===== src/rtl/dmft_pkg.sv =====
// Shared types, codes and constants of the DALI master frame transceiver.
`timescale 1ns / 1ps
`default_nettype none
package dmft_pkg;

  // Request opcodes on the op field
  localparam logic [1:0] OP_TICK = 2'd0;
  localparam logic [1:0] OP_SEND = 2'd1;
  localparam logic [1:0] OP_READ = 2'd2;

  localparam logic [7:0] BROADCAST_ADDR = 8'hFF;
  localparam int         FRAME_BITS     = 17;
  localparam int         REPLY_BITS     = 9;
  // Stop time is four half bits: shift the half-bit length left by two
  localparam int         STOP_SHIFT     = 2;

  localparam logic [9:0]  HALF_BIT_RESET    = 10'd2;
  localparam logic [9:0]  QUARTER_BIT_RESET = 10'd1;
  localparam logic [15:0] REPLY_WAIT_RESET  = 16'd80;

  // Configuration register indexes
  localparam logic [1:0] REG_HALF_BIT    = 2'd0;
  localparam logic [1:0] REG_QUARTER_BIT = 2'd1;
  localparam logic [1:0] REG_REPLY_WAIT  = 2'd2;

  localparam int CMD_QUEUE_DEPTH = 2;
  localparam int RES_QUEUE_DEPTH = 2;

  typedef enum logic [1:0] {
    KIND_TICK = 2'd0,
    KIND_SEND = 2'd1,
    KIND_READ = 2'd2,
    KIND_NONE = 2'd3
  } kind_t;

  typedef enum logic [4:0] {
    PH_IDLE   = 5'b00001,
    PH_SEND   = 5'b00010,
    PH_STOP   = 5'b00100,
    PH_WAIT   = 5'b01000,
    PH_SAMPLE = 5'b10000
  } phase_t;

  typedef struct packed {
    kind_t       kind;
    logic [16:0] frame;
    logic        rx_level;
  } cmd_t;

  typedef struct packed {
    logic [9:0]  half_bit_ticks;
    logic [9:0]  quarter_bit_ticks;
    logic [15:0] reply_wait_ticks;
  } cfg_t;

  typedef struct packed {
    logic       tx_level;
    logic       busy_res;
    logic [7:0] reply_data;
    logic       reply_valid;
    logic       reply_timed_out;
  } res_t;

endpackage
`default_nettype wire


===== src/rtl/dmft_fifo.sv =====
// Small register queue with registered count, used for the request and result queues.
`timescale 1ns / 1ps
`default_nettype none
module dmft_fifo #(
  parameter int WIDTH = 1,
  parameter int DEPTH = 2
) (
  input  wire logic             clk,
  input  wire logic             rst,
  input  wire logic             push,
  input  wire logic [WIDTH-1:0] wr_data,
  output logic                  full,
  input  wire logic             pop,
  output logic [WIDTH-1:0]      rd_data,
  output logic                  empty
);

  localparam int PTR_W = (DEPTH > 1) ? $clog2(DEPTH) : 1;
  localparam int CNT_W = $clog2(DEPTH + 1);

  logic [WIDTH-1:0] mem [DEPTH];
  logic [PTR_W-1:0] wr_ptr;
  logic [PTR_W-1:0] rd_ptr;
  logic [CNT_W-1:0] count;
  logic [CNT_W-1:0] count_next;
  logic             do_push;
  logic             do_pop;

  assign full    = (count == CNT_W'(DEPTH));
  assign empty   = (count == '0);
  assign do_push = push & ~full;
  assign do_pop  = pop & ~empty;
  assign rd_data = mem[rd_ptr];

  always_comb begin
    case ({do_push, do_pop})
      2'b10:   count_next = count + CNT_W'(1);
      2'b01:   count_next = count - CNT_W'(1);
      default: count_next = count;
    endcase
  end

  always_ff @(posedge clk) begin
    if (rst) begin
      wr_ptr <= '0;
      rd_ptr <= '0;
      count  <= '0;
    end else begin
      count <= count_next;
      if (do_push) begin
        wr_ptr <= (wr_ptr == PTR_W'(DEPTH - 1)) ? '0 : wr_ptr + PTR_W'(1);
      end
      if (do_pop) begin
        rd_ptr <= (rd_ptr == PTR_W'(DEPTH - 1)) ? '0 : rd_ptr + PTR_W'(1);
      end
    end
  end

  always_ff @(posedge clk) begin
    if (do_push) begin
      mem[wr_ptr] <= wr_data;
    end
  end

endmodule
`default_nettype wire


===== src/rtl/dmft_front.sv =====
// Front stage: accept requests, classify them and build the forward frame.
`timescale 1ns / 1ps
`default_nettype none
module dmft_front #(
  parameter int QUEUE_DEPTH = dmft_pkg::CMD_QUEUE_DEPTH
) (
  input  wire logic         clk,
  input  wire logic         rst,
  input  wire logic         push,
  output logic              full,
  input  wire logic [1:0]   op,
  input  wire logic [5:0]   short_address,
  input  wire logic [7:0]   command_byte,
  input  wire logic         to_all,
  input  wire logic         rx_level,
  output dmft_pkg::cmd_t    cmd,
  output logic              cmd_empty,
  input  wire logic         cmd_pop
);

  dmft_pkg::cmd_t cmd_in;
  logic [7:0]     addr_byte;

  // Short address goes out with the selector bit set
  assign addr_byte = to_all ? dmft_pkg::BROADCAST_ADDR : {1'b0, short_address, 1'b1};

  always_comb begin
    unique case (op)
      dmft_pkg::OP_TICK: cmd_in.kind = dmft_pkg::KIND_TICK;
      dmft_pkg::OP_SEND: cmd_in.kind = dmft_pkg::KIND_SEND;
      dmft_pkg::OP_READ: cmd_in.kind = dmft_pkg::KIND_READ;
      default:           cmd_in.kind = dmft_pkg::KIND_NONE;
    endcase
    cmd_in.frame    = {1'b1, addr_byte, command_byte};
    cmd_in.rx_level = rx_level;
  end

  dmft_fifo #(
    .WIDTH($bits(dmft_pkg::cmd_t)),
    .DEPTH(QUEUE_DEPTH)
  ) u_cmd_queue (
    .clk    (clk),
    .rst    (rst),
    .push   (push),
    .wr_data(cmd_in),
    .full   (full),
    .pop    (cmd_pop),
    .rd_data(cmd),
    .empty  (cmd_empty)
  );

endmodule
`default_nettype wire


===== src/rtl/dmft_back.sv =====
// Back stage: line engine state machine and result queue.
`timescale 1ns / 1ps
`default_nettype none
module dmft_back #(
  parameter int QUEUE_DEPTH = dmft_pkg::RES_QUEUE_DEPTH
) (
  input  wire logic           clk,
  input  wire logic           rst,
  input  wire dmft_pkg::cfg_t cfg,
  input  wire dmft_pkg::cmd_t cmd,
  input  wire logic           cmd_empty,
  output logic                cmd_pop,
  output dmft_pkg::res_t      res,
  output logic                res_empty,
  input  wire logic           res_pop
);

  dmft_pkg::phase_t phase, phase_next;
  logic [16:0]      tx_shift, tx_shift_next;
  logic [4:0]       bit_count, bit_count_next;
  logic [1:0]       sub_phase, sub_phase_next;
  logic [15:0]      tick_count, tick_count_next;
  logic [7:0]       rx_shift, rx_shift_next;
  logic             line_out, line_out_next;
  logic             timed_out_flag, timed_out_flag_next;

  logic             res_full;
  logic             step_en;
  dmft_pkg::res_t   res_in;

  logic [15:0]      tick_inc;
  logic [4:0]       bit_inc;
  logic [1:0]       sub_inc;
  logic [9:0]       half_eff;
  logic [9:0]       quarter_eff;
  logic [15:0]      wait_eff;
  logic [11:0]      stop_lim;

  // Advance one item whenever there is one and room for its result
  assign step_en = ~cmd_empty & ~res_full;
  assign cmd_pop = step_en;

  assign tick_inc    = tick_count + 16'd1;
  assign bit_inc     = bit_count + 5'd1;
  assign sub_inc     = sub_phase + 2'd1;
  assign half_eff    = (cfg.half_bit_ticks == '0) ? 10'd1 : cfg.half_bit_ticks;
  assign quarter_eff = (cfg.quarter_bit_ticks == '0) ? 10'd1 : cfg.quarter_bit_ticks;
  assign wait_eff    = (cfg.reply_wait_ticks == '0) ? 16'd1 : cfg.reply_wait_ticks;
  assign stop_lim    = {half_eff, 2'b00} >> (2 - dmft_pkg::STOP_SHIFT);

  always_comb begin
    phase_next          = phase;
    tx_shift_next       = tx_shift;
    bit_count_next      = bit_count;
    sub_phase_next      = sub_phase;
    tick_count_next     = tick_count;
    rx_shift_next       = rx_shift;
    line_out_next       = line_out;
    timed_out_flag_next = timed_out_flag;
    res_in.reply_data      = 8'd0;
    res_in.reply_valid     = 1'b0;
    res_in.reply_timed_out = 1'b0;

    case (cmd.kind)
      dmft_pkg::KIND_SEND: begin
        if (phase == dmft_pkg::PH_IDLE) begin
          tx_shift_next   = cmd.frame;
          phase_next      = dmft_pkg::PH_SEND;
          bit_count_next  = 5'd0;
          sub_phase_next  = 2'd0;
          tick_count_next = 16'd0;
          line_out_next   = ~cmd.frame[16];
        end
      end
      dmft_pkg::KIND_READ: begin
        if (phase == dmft_pkg::PH_IDLE) begin
          phase_next          = dmft_pkg::PH_WAIT;
          tick_count_next     = 16'd0;
          timed_out_flag_next = 1'b0;
        end
      end
      dmft_pkg::KIND_TICK: begin
        unique case (phase)
          dmft_pkg::PH_SEND: begin
            tick_count_next = tick_inc;
            if (tick_inc >= {6'd0, half_eff}) begin
              tick_count_next = 16'd0;
              if (sub_phase == 2'd0) begin
                sub_phase_next = 2'd1;
                line_out_next  = tx_shift[16];
              end else begin
                sub_phase_next = 2'd0;
                bit_count_next = bit_inc;
                tx_shift_next  = {tx_shift[15:0], 1'b0};
                if (bit_inc >= 5'(dmft_pkg::FRAME_BITS)) begin
                  phase_next    = dmft_pkg::PH_STOP;
                  line_out_next = 1'b1;
                end else begin
                  line_out_next = ~tx_shift[15];
                end
              end
            end
          end
          dmft_pkg::PH_STOP: begin
            tick_count_next = tick_inc;
            if (tick_inc >= {4'd0, stop_lim}) begin
              tick_count_next = 16'd0;
              bit_count_next  = 5'd0;
              phase_next      = dmft_pkg::PH_IDLE;
            end
          end
          dmft_pkg::PH_WAIT: begin
            if (!cmd.rx_level || tick_inc >= wait_eff) begin
              if (cmd.rx_level) begin
                timed_out_flag_next = 1'b1;
              end
              phase_next      = dmft_pkg::PH_SAMPLE;
              tick_count_next = 16'd0;
              sub_phase_next  = 2'd0;
              bit_count_next  = 5'd0;
              rx_shift_next   = 8'd0;
            end else begin
              tick_count_next = tick_inc;
            end
          end
          dmft_pkg::PH_SAMPLE: begin
            tick_count_next = tick_inc;
            if (tick_inc >= {6'd0, quarter_eff}) begin
              tick_count_next = 16'd0;
              sub_phase_next  = sub_inc;
              if (sub_inc == 2'd3) begin
                // Sample at three quarters; the start bit is dropped
                if (bit_count != 5'd0) begin
                  rx_shift_next = {rx_shift[6:0], cmd.rx_level};
                end
              end else if (sub_inc == 2'd0) begin
                bit_count_next = bit_inc;
                if (bit_inc >= 5'(dmft_pkg::REPLY_BITS)) begin
                  res_in.reply_valid     = 1'b1;
                  res_in.reply_data      = rx_shift;
                  res_in.reply_timed_out = timed_out_flag;
                  bit_count_next         = 5'd0;
                  phase_next             = dmft_pkg::PH_IDLE;
                end
              end
            end
          end
          default: begin
          end
        endcase
      end
      default: begin
      end
    endcase

    res_in.tx_level = line_out_next;
    res_in.busy_res = (phase_next != dmft_pkg::PH_IDLE);
  end

  always_ff @(posedge clk) begin
    if (rst) begin
      phase          <= dmft_pkg::PH_IDLE;
      tx_shift       <= '0;
      bit_count      <= '0;
      sub_phase      <= '0;
      tick_count     <= '0;
      rx_shift       <= '0;
      line_out       <= 1'b1;
      timed_out_flag <= 1'b0;
    end else if (step_en) begin
      phase          <= phase_next;
      tx_shift       <= tx_shift_next;
      bit_count      <= bit_count_next;
      sub_phase      <= sub_phase_next;
      tick_count     <= tick_count_next;
      rx_shift       <= rx_shift_next;
      line_out       <= line_out_next;
      timed_out_flag <= timed_out_flag_next;
    end
  end

  dmft_fifo #(
    .WIDTH($bits(dmft_pkg::res_t)),
    .DEPTH(QUEUE_DEPTH)
  ) u_res_queue (
    .clk    (clk),
    .rst    (rst),
    .push   (step_en),
    .wr_data(res_in),
    .full   (res_full),
    .pop    (res_pop),
    .rd_data(res),
    .empty  (res_empty)
  );

endmodule
`default_nettype wire


===== src/rtl/dali_master_frame_transceiver_unit.sv =====
// Top level of the DALI master frame transceiver: config registers and stages.
//
// Usage: requests enter through push/full, one transaction per cycle while
// full is low. op selects a tick, a forward frame send or a backward frame
// read; short_address, command_byte and to_all shape the forward frame and
// rx_level carries the receive line sample for ticks. Every request makes
// exactly one result, read through empty/pop in request order: the transmit
// level after the request, the busy flag and, on the tick that ends a
// backward frame, the received byte with its valid and timeout flags.
// Flow: an accepted request is registered in the request queue; the back
// stage pops it when the result queue has room and registers its result in
// the result queue, from which it is popped. Throughput is one request per
// cycle while the result queue has room, set by the line engine update.
// Timing registers are written through cfg_we/cfg_index/cfg_data, by the user
// only while no request is in flight (unenforced); a zero value counts as one.
// Reset (synchronous, rst high) empties both queues, returns the engine to
// idle with the line high and loads the default timing values.
// When the result side stalls, the result queue fills, the back stage holds,
// the request queue fills and full rises; nothing is dropped.
`timescale 1ns / 1ps
`default_nettype none
module dali_master_frame_transceiver_unit #(
  parameter int CMD_DEPTH = dmft_pkg::CMD_QUEUE_DEPTH,
  parameter int RES_DEPTH = dmft_pkg::RES_QUEUE_DEPTH
) (
  input  wire logic        clk,
  input  wire logic        rst,
  // request channel
  input  wire logic        push,
  output logic             full,
  input  wire logic [1:0]  op,
  input  wire logic [5:0]  short_address,
  input  wire logic [7:0]  command_byte,
  input  wire logic        to_all,
  input  wire logic        rx_level,
  // result channel
  output logic             empty,
  input  wire logic        pop,
  output logic             tx_level,
  output logic             busy_res,
  output logic [7:0]       reply_data,
  output logic             reply_valid,
  output logic             reply_timed_out,
  // configuration write port
  input  wire logic        cfg_we,
  input  wire logic [1:0]  cfg_index,
  input  wire logic [15:0] cfg_data
);

  dmft_pkg::cfg_t cfg;
  dmft_pkg::cmd_t cmd;
  dmft_pkg::res_t res;
  logic           cmd_empty;
  logic           cmd_pop;

  // Timing registers; an index past the last register is dropped
  always_ff @(posedge clk) begin
    if (rst) begin
      cfg.half_bit_ticks    <= dmft_pkg::HALF_BIT_RESET;
      cfg.quarter_bit_ticks <= dmft_pkg::QUARTER_BIT_RESET;
      cfg.reply_wait_ticks  <= dmft_pkg::REPLY_WAIT_RESET;
    end else if (cfg_we) begin
      case (cfg_index)
        dmft_pkg::REG_HALF_BIT:    cfg.half_bit_ticks    <= cfg_data[9:0];
        dmft_pkg::REG_QUARTER_BIT: cfg.quarter_bit_ticks <= cfg_data[9:0];
        dmft_pkg::REG_REPLY_WAIT:  cfg.reply_wait_ticks  <= cfg_data;
        default: begin
        end
      endcase
    end
  end

  // Classify requests and queue them for the line engine
  dmft_front #(
    .QUEUE_DEPTH(CMD_DEPTH)
  ) u_front (
    .clk          (clk),
    .rst          (rst),
    .push         (push),
    .full         (full),
    .op           (op),
    .short_address(short_address),
    .command_byte (command_byte),
    .to_all       (to_all),
    .rx_level     (rx_level),
    .cmd          (cmd),
    .cmd_empty    (cmd_empty),
    .cmd_pop      (cmd_pop)
  );

  // Run the line engine and hold its results until popped
  dmft_back #(
    .QUEUE_DEPTH(RES_DEPTH)
  ) u_back (
    .clk      (clk),
    .rst      (rst),
    .cfg      (cfg),
    .cmd      (cmd),
    .cmd_empty(cmd_empty),
    .cmd_pop  (cmd_pop),
    .res      (res),
    .res_empty(empty),
    .res_pop  (pop)
  );

  assign tx_level        = res.tx_level;
  assign busy_res        = res.busy_res;
  assign reply_data      = res.reply_data;
  assign reply_valid     = res.reply_valid;
  assign reply_timed_out = res.reply_timed_out;

endmodule
`default_nettype wire


===== config.mk =====
export PLATFORM = sky130hd
export DESIGN_NAME = dali_master_frame_transceiver_unit
export DESIGN_NICKNAME = d
export VERILOG_FILES = /design/src/rtl/dmft_pkg.sv /design/src/rtl/dmft_fifo.sv /design/src/rtl/dmft_front.sv /design/src/rtl/dmft_back.sv /design/src/rtl/dali_master_frame_transceiver_unit.sv
export SDC_FILE = /design/constraint.sdc
export NUM_CORES = 1
export LEC_CHECK = 0
export BUFFER_PORTS_ARGS = -buffer_cell sky130_fd_sc_hd__buf_2
export CAP_MARGIN = 20
export CORE_ASPECT_RATIO = 0.6
export CORE_MARGIN = 2
export CORE_UTILIZATION = 35
export DETAILED_ROUTE_END_ITERATION = 10
export GPL_ROUTABILITY_DRIVEN = 0
export GPL_TIMING_DRIVEN = 0
export SETUP_SLACK_MARGIN = 0.02
export SLEW_MARGIN = 40
export SYNTH_ARGS = -nofsm -noshare
export SYNTH_HDL_FRONTEND = slang
export SYNTH_SLANG_ARGS = --single-unit

===== constraint.sdc =====
create_clock -name clk -period 3.4 [get_ports clk]
set_input_delay 0.68 -clock clk [delete_from_list [all_inputs] [get_ports clk]]
set_output_delay 0.68 -clock clk [all_outputs]
set_load 0.005 [all_outputs]

Word-level counts from Yosys, hierarchy flattened
Memories as Yosys holds them, arrays and structs flattened. A register that Yosys moved wholly into a read port is not among the register bits.
Index checks and enable logic that the tools add are counted.

storage, ports and cells
  flip-flop bits (word level) = 99
  bits in latches = 0
  bits in writable memories = 62
  bits in read-only memories = 0
  input bits = 41
  output and inout port bits = 14
  word-level logic and storage cells = 201
  memories kept = 2

memory list
  name                     words  bits a word  rd ports  clocked after Yosys merged registers in  write ports  line             source
  u_front.u_cmd_queue.mem  2      19           1         1                                        1            dmft_fifo.sv:21  logic [WIDTH-1:0] mem [DEPTH];
  u_back.u_res_queue.mem   2      12           1         1                                        1            dmft_fifo.sv:21

cells by class
  $add $sub $neg = 11
  $mul = 0
  div/mod/pow operators = 0
  magnitude comparators = 6
  equal/unequal tests = 41
  shifts and indexed selects = 0
  muxes and demuxes = 84
  bitwise operators = 11
  reduce and logical (&&, ||, !) cells = 29

operators with widths
  operator                                       number
  two-way mux 5 bit                              20
  two-way mux 16 bit                             6
  two-way mux 10 bit                             8
  two-way mux 17 bit                             4
  case mux 16 bit (4 select lines)               1
  two-way mux 8 bit                              5
  case mux 5 bit (4 select lines)                2
  case mux 17 bit (2 select lines)               1
  greater-or-equal comparator 16 x 10 -> 1 bit   2
  case mux 16 bit (2 select lines)               1
  two-way mux 1 bit                              22
  logical NOT 10 bit                             2
  != test 2 x 1 -> 1 bit, second input constant  10
  adder 16 x 1 -> 16 bit, second input constant  1
  == test 2 bit, second input constant           8
  greater-or-equal comparator 16 x 12 -> 1 bit   1
  greater-or-equal comparator 16 bit             1
  logical NOT 16 bit                             1
  case mux 8 bit (2 select lines)                1
  != test 3 x 2 -> 1 bit, second input constant  5
  case mux 5 bit (3 select lines)                1
  logical NOT 2 bit                              7
  AND reduction 7 bit                            2
  case mux 2 bit (2 select lines)                3
  33 further kinds                               67

Logic depth before layout (Yosys ltp)
  word-level depth = 9
  depth in mapped cells = 16

Hierarchy
A second synthesis with hierarchy kept.

second synthesis, totals
  cells, all modules = 905
  area, all modules = 9151.3 µm²

modules (own cells, without submodules)
  module                              times used  cells an instance  area an instance (µm²)
  dmft_back                           1           601                4839.6
  dmft_fifo (u_front.u_cmd_queue)     1           88                 1660.3
  dali_master_frame_transceiver_unit  1           144                1517.7
  dmft_fifo (u_back.u_res_queue)      1           63                 1084.8
  dmft_front                          1           9                  48.8

Worst setup path after synthesis
Ideal clock, no wire load.

  path kind = register to register
  from = reg u_back.tick_count[0]
  to = reg u_back.sub_phase[0]
  setup time = 0.117 ns
  arrival = 3.181 ns
  path slack = 0.102 ns
  cell stages (with the launch flop) = 12
  buffers on the path = 0
  cell sequence = dfxtp_1 ha_1 xor2_1 ha_1 a211oi_1 o21ai_0 a2111oi_2 o2111a_1 a21oi_1 o311ai_1 a41oi_1 a32o_1

on the way
  longest elaborated chain between the ends = 5
  elaborated cells between the ends (all ways) = 9
  those cells by class = 1 x add/sub; 3 x order compare; 3 x eq/ne; 2 x reduce/logical

ends and longest elaborated chain
  element                             line              source
  start: declaration                  dmft_back.sv:22   logic [15:0] tick_count, tick_count_next;
  start signal: assignment            dmft_back.sv:175  tick_count <= tick_count_next;
  adder 16 x 1 -> 16 bit *            dmft_back.sv:43   assign tick_inc = tick_count + 16'd1;
  greater-or-equal comparator 16 bit  dmft_back.sv:113  if (!cmd.rx_level || tick_inc >= wait_eff) begin
  logical OR 1 bit                    dmft_back.sv:113
  != test 3 x 2 -> 1 bit (no line)    -
  AND reduction 7 bit (no line) *     -
  end signal: assignment              dmft_back.sv:174  sub_phase <= sub_phase_next;
  end: declaration                    dmft_back.sv:21   logic [1:0] sub_phase, sub_phase_next;

Every way passes the cells marked *; elsewhere a longest branch is shown, timed or not.
A chain may end at the register's enable or synchronous reset.

Worst setup path in the final report
  from = reg u_back.tick_count[1]
  to = reg u_back.bit_count[0]

on the way
  longest elaborated chain between the ends = 5
  elaborated cells between the ends (all ways) = 11
  those cells by class = 1 x add/sub; 4 x order compare; 4 x eq/ne; 2 x reduce/logical

ends and longest elaborated chain
  element                             line              source
  adder 16 x 1 -> 16 bit *            dmft_back.sv:43
  greater-or-equal comparator 16 bit  dmft_back.sv:113
  logical OR 1 bit                    dmft_back.sv:113
  != test 3 x 2 -> 1 bit (no line)    -
  AND reduction 11 bit (no line) *    -
  end signal: assignment              dmft_back.sv:173  bit_count <= bit_count_next;
  end: declaration                    dmft_back.sv:20   logic [4:0] bit_count, bit_count_next;

Marked as above.

==> impl_metrics.csv <==
group,metric,value,unit
grt,grt_start_max_net_pins,19,
setup_path,crit_fanout,5,
detailed_routing,drc,0,
setup_path,path_buf_inv,0,
setup_path,cpPeakStageDelay,0.47,ns
detailed_routing,ant_nets,0,
grt,antenna_found_initial,0,
finish,drive_gt1_frac,0.236,
placement,dpl-instance-area,9170,µm²
setup_path,worstSetupPathType,"flop to flop",
logic_synthesis,synthFlopType,"dfxtp_1",
sta,fin_ws,0.0791,ns
sta,setup_viol,0,
logic_synthesis,syn-num-nets,996,
power_and_ir_drop,p_switching,2.03,mW
finish,finalInstanceArea,10600,µm²
grt,grt-ovfl-total,0,
sta,fmax,301,MHz
sta,worstMarginPinSlew,0.911,ns
power_and_ir_drop,combPwrFrac,0.274,
setup_path,worstPathRequired,3.75,ns
sta,hold_viol,0,
sta,post-route-period-util,0.977,
clock_tree,cts_tree,"yes",
sta,clock_skew,0.0139,ns
logic_synthesis,synth-edff-count,60,
sta,min_period,3.32,ns
clock_tree,clk_pin_slew,0.08,ns
die,core_region_area,24000,µm²
power_and_ir_drop,seqPwrFrac,0.400,
placement,dp_hpwl,16.3,mm
logic_synthesis,synth_area,8480,µm²
logic_synthesis,avgSynthCellArea,9.47,µm²
setup_path,cp.arrival,3.67,ns
min_path,min_path_type,"input pin to flop",
finish,nFillCells,2352,
detailed_routing,via_per_inst,5.25,
die,pin_count,55,
setup_path,path_cells,"ha_4 > xor2_4 > ha_4 > a211oi_2 > o21ai_1 > a2111oi_4 > o2111a_1 > a21oi_1 > o311ai_4 > a21oi_4 > o31ai_2",
logic_synthesis,netlist.area_leader.share,0.238,
power_and_ir_drop,p_int,4.05,mW
clock_tree,postCtsHoldBufs,0,
clock_tree,cts-root-buf,"clkbuf_16",
clock_tree,max-clock-path-buffers,2,
clock_tree,cts_sinks,161,
detailed_routing,routedWlPerCell,17.2,µm
logic_synthesis,yosys-top-cells-count,"108 x nand2_1, 101 x dfxtp_1, 78 x nor2_1, 61 x a21oi_1, 60 x edfxtp_1",
flow_run,cap_violations,0,
power_and_ir_drop,power.share.clock,0.325,
setup_path,crit_path_frequent_cell,"ha_4",
sta,slew_headroom,0.393,
clock_tree,cts_buffers,17,
die,die-area,25500,µm²
grt,grt_pass1_wl,35.7,mm
sta,fin_setup_tns,0,ns
grt,grtUsageTotal,0.183,
logic_synthesis,yosysTopAreaCell,"dfxtp_1",
finish,finalNetCount,1103,
power_and_ir_drop,p_sw_frac,0.333,
power_and_ir_drop,peakVddDrop,0.000373,V
setup_path,critPathTopFamily,"compound AO/OA/AOI/OAI gates",
detailed_routing,via_count,7029,
clock_tree,worstSkewPairLatency,0.45,ns
placement,port_buffers,52,
detailed_routing,routed_wl,23.0,mm
sta,rsz0062_at_grt,"true",
logic_synthesis,ys_warn_count,0,
die,start_util,0.353,
finish,area_growth,25.3,%
setup_path,worst_setup_path_start_kind,"flop",
logic_synthesis,synthCells,896,
detailed_routing,drt_iter0_drc,550,
setup_path,endpoint_kind,"flop",
outcome,run_status,"finished, final reports clean",
clock_tree,cts-htree-levels,4,
logic_synthesis,yosysSeqAreaShare,0.451,
logic_synthesis,synthMostInstantiatedCell,"nand2_1",
die,rows,44,
sta,drv_slew,0,
die,die_h,125,µm
logic_synthesis,synth-seq-cells,161,
sta,fin_hold_ws,0.413,ns
finish,diodes,0,
grt,grt_pass1_vias,6473,
power_and_ir_drop,leakagePower,4.02,nW
logic_synthesis,async_flop_share,0,
logic_synthesis,synth_cell_types,72,
logic_synthesis,yosys-top-cells-area,"dfxtp_1 24%, edfxtp_1 21%, ha_1 8.7%",
setup_path,slowest_stage,"a2111oi_4",
detailed_routing,firstDrtPassIters,5,
power_and_ir_drop,p_per_area,572,nW/µm²
placement,dp_worst_setup_slack,-0.980,ns
die,die_w,205,µm
==> power groups by stage <==
stage	clock, mW	combinational [mW]	sequential [mW]
after floorplan	0	1.08	2.44
after global placement	0	1.50	2.48
after detailed placement	0	1.53	2.48
after CTS	2.01	1.61	2.44
after global routing	2.10	1.83	2.46
final	1.98	1.67	2.43
==> state kept, by name, summed over array words and instances, names as in the netlist, named ones only <==
name,count
cfg,36
u_front.u_cmd_queue.mem,36
u_back.u_res_queue.mem,24
u_back.tx_shift,17
u_back.tick_count,16
u_back.rx_shift,8
u_back.bit_count,5
u_back.phase,5
u_back.sub_phase,2
u_back.u_res_queue.count,2
u_front.u_cmd_queue.count,2
u_back.line_out,1
u_back.timed_out_flag,1
u_back.u_res_queue.rd_ptr,1
u_back.u_res_queue.wr_ptr,1
u_front.u_cmd_queue.rd_ptr,1
u_front.u_cmd_queue.wr_ptr,1
==> cell families after synthesis <==
family	count (synthesis)	share of synthesized area
AND/OR/NAND/NOR	303	0.169
AO/OA/AOI/OAI	192	0.152
flip-flops	161	0.451
buffers and inverters	101	0.0490
adder cells (fa/ha/maj)	59	0.0870
multiplexers	53	0.0646
XOR/XNOR	27	0.0279
==> area by class of cell <==
cell class                      count  area (µm²)  area share
Multi-Input combinational cell    634        4760       0.448
Clock buffer                       17         425      0.0400
Sequential cell                   161        3850       0.362
Timing Repair Buffer               91         567      0.0533
Clock inverter                     15         190      0.0179
Buffer                             39         204      0.0192
Inverter                           59         224      0.0211
Tap cell                          322         403      0.0379
==> path summary, 6_finish.rpt <==
path                        start                             to  slack (ns)  cells after the start
max          u_back.tick_count[1]            u_back.bit_count[0]        0.08                     11
min               command_byte[4]  u_front.u_cmd_queue.mem[1][5]        0.41                      1
max reg2reg  u_back.tick_count[1]            u_back.bit_count[0]        0.08                     11
min reg2reg               cfg[19]                        cfg[19]        0.46                      2
==> through the flow <==
step | power, mW | std cells | util
2_1_floorplan | 3.52 | 896 | -
3_3_place_gp | 3.98 | 1270 | 0.381
3_5_place_dp | 4.01 | 1270 | 0.382
4_1_cts | 6.06 | 1321 | 0.425
5_1_grt | 6.39 | 1338 | 0.443
6_report | 6.08 | 1338 | 0.443
==> metal layers <==
metal | global-route usage | wire [µm] | vias up | share of wire
met4 | 0.0495 | 210 | 0 | 0.0091
met1 | 0.291 | 12000 | 3357 | 0.52
met2 | 0.237 | 9140 | 225 | 0.40
met5 | 0 | 0 | - | 0
met3 | 0.0450 | 1610 | 21 | 0.070
li1 | - | - | 3426 | -
==> timing repair <==
item / in CTS / in global routing
endpoints found under the setup margin: 79 / 71
pin swaps: 11 / 33
setup buffers: 21 / 17
gates cloned: 0 / 1
resized for setup: 48 / 65
==> cells in the final DEF (no fill, tap or decap), types with 5 or more instances in the layout <==
cell / n
or2_2: 9
nor2_2: 6
a41o_1: 5
o21ai_0: 33
a32o_1: 11
dfxtp_4: 8
ha_1: 52
buf_4: 37
mux2_2: 14
dfxtp_1: 93
nor2_4: 5
edfxtp_1: 60
mux2i_1: 38
and2_1: 13
ha_4: 5
a211oi_1: 5
nand2b_1: 12
clkbuf_16: 17
inv_1: 58
buf_6: 5
xor2_1: 6
nand4_1: 13
xnor2_1: 10
a21o_1: 5
buf_2: 57
a21oi_1: 59
nand3_1: 28
o211ai_1: 10
nor3_1: 8
nand2_1: 104
nor4_1: 6
clkbuf_1: 23
o21ai_1: 5
a31oi_1: 9
nor2_1: 67
No activity file was read; power rests on OpenSTA's default activity.
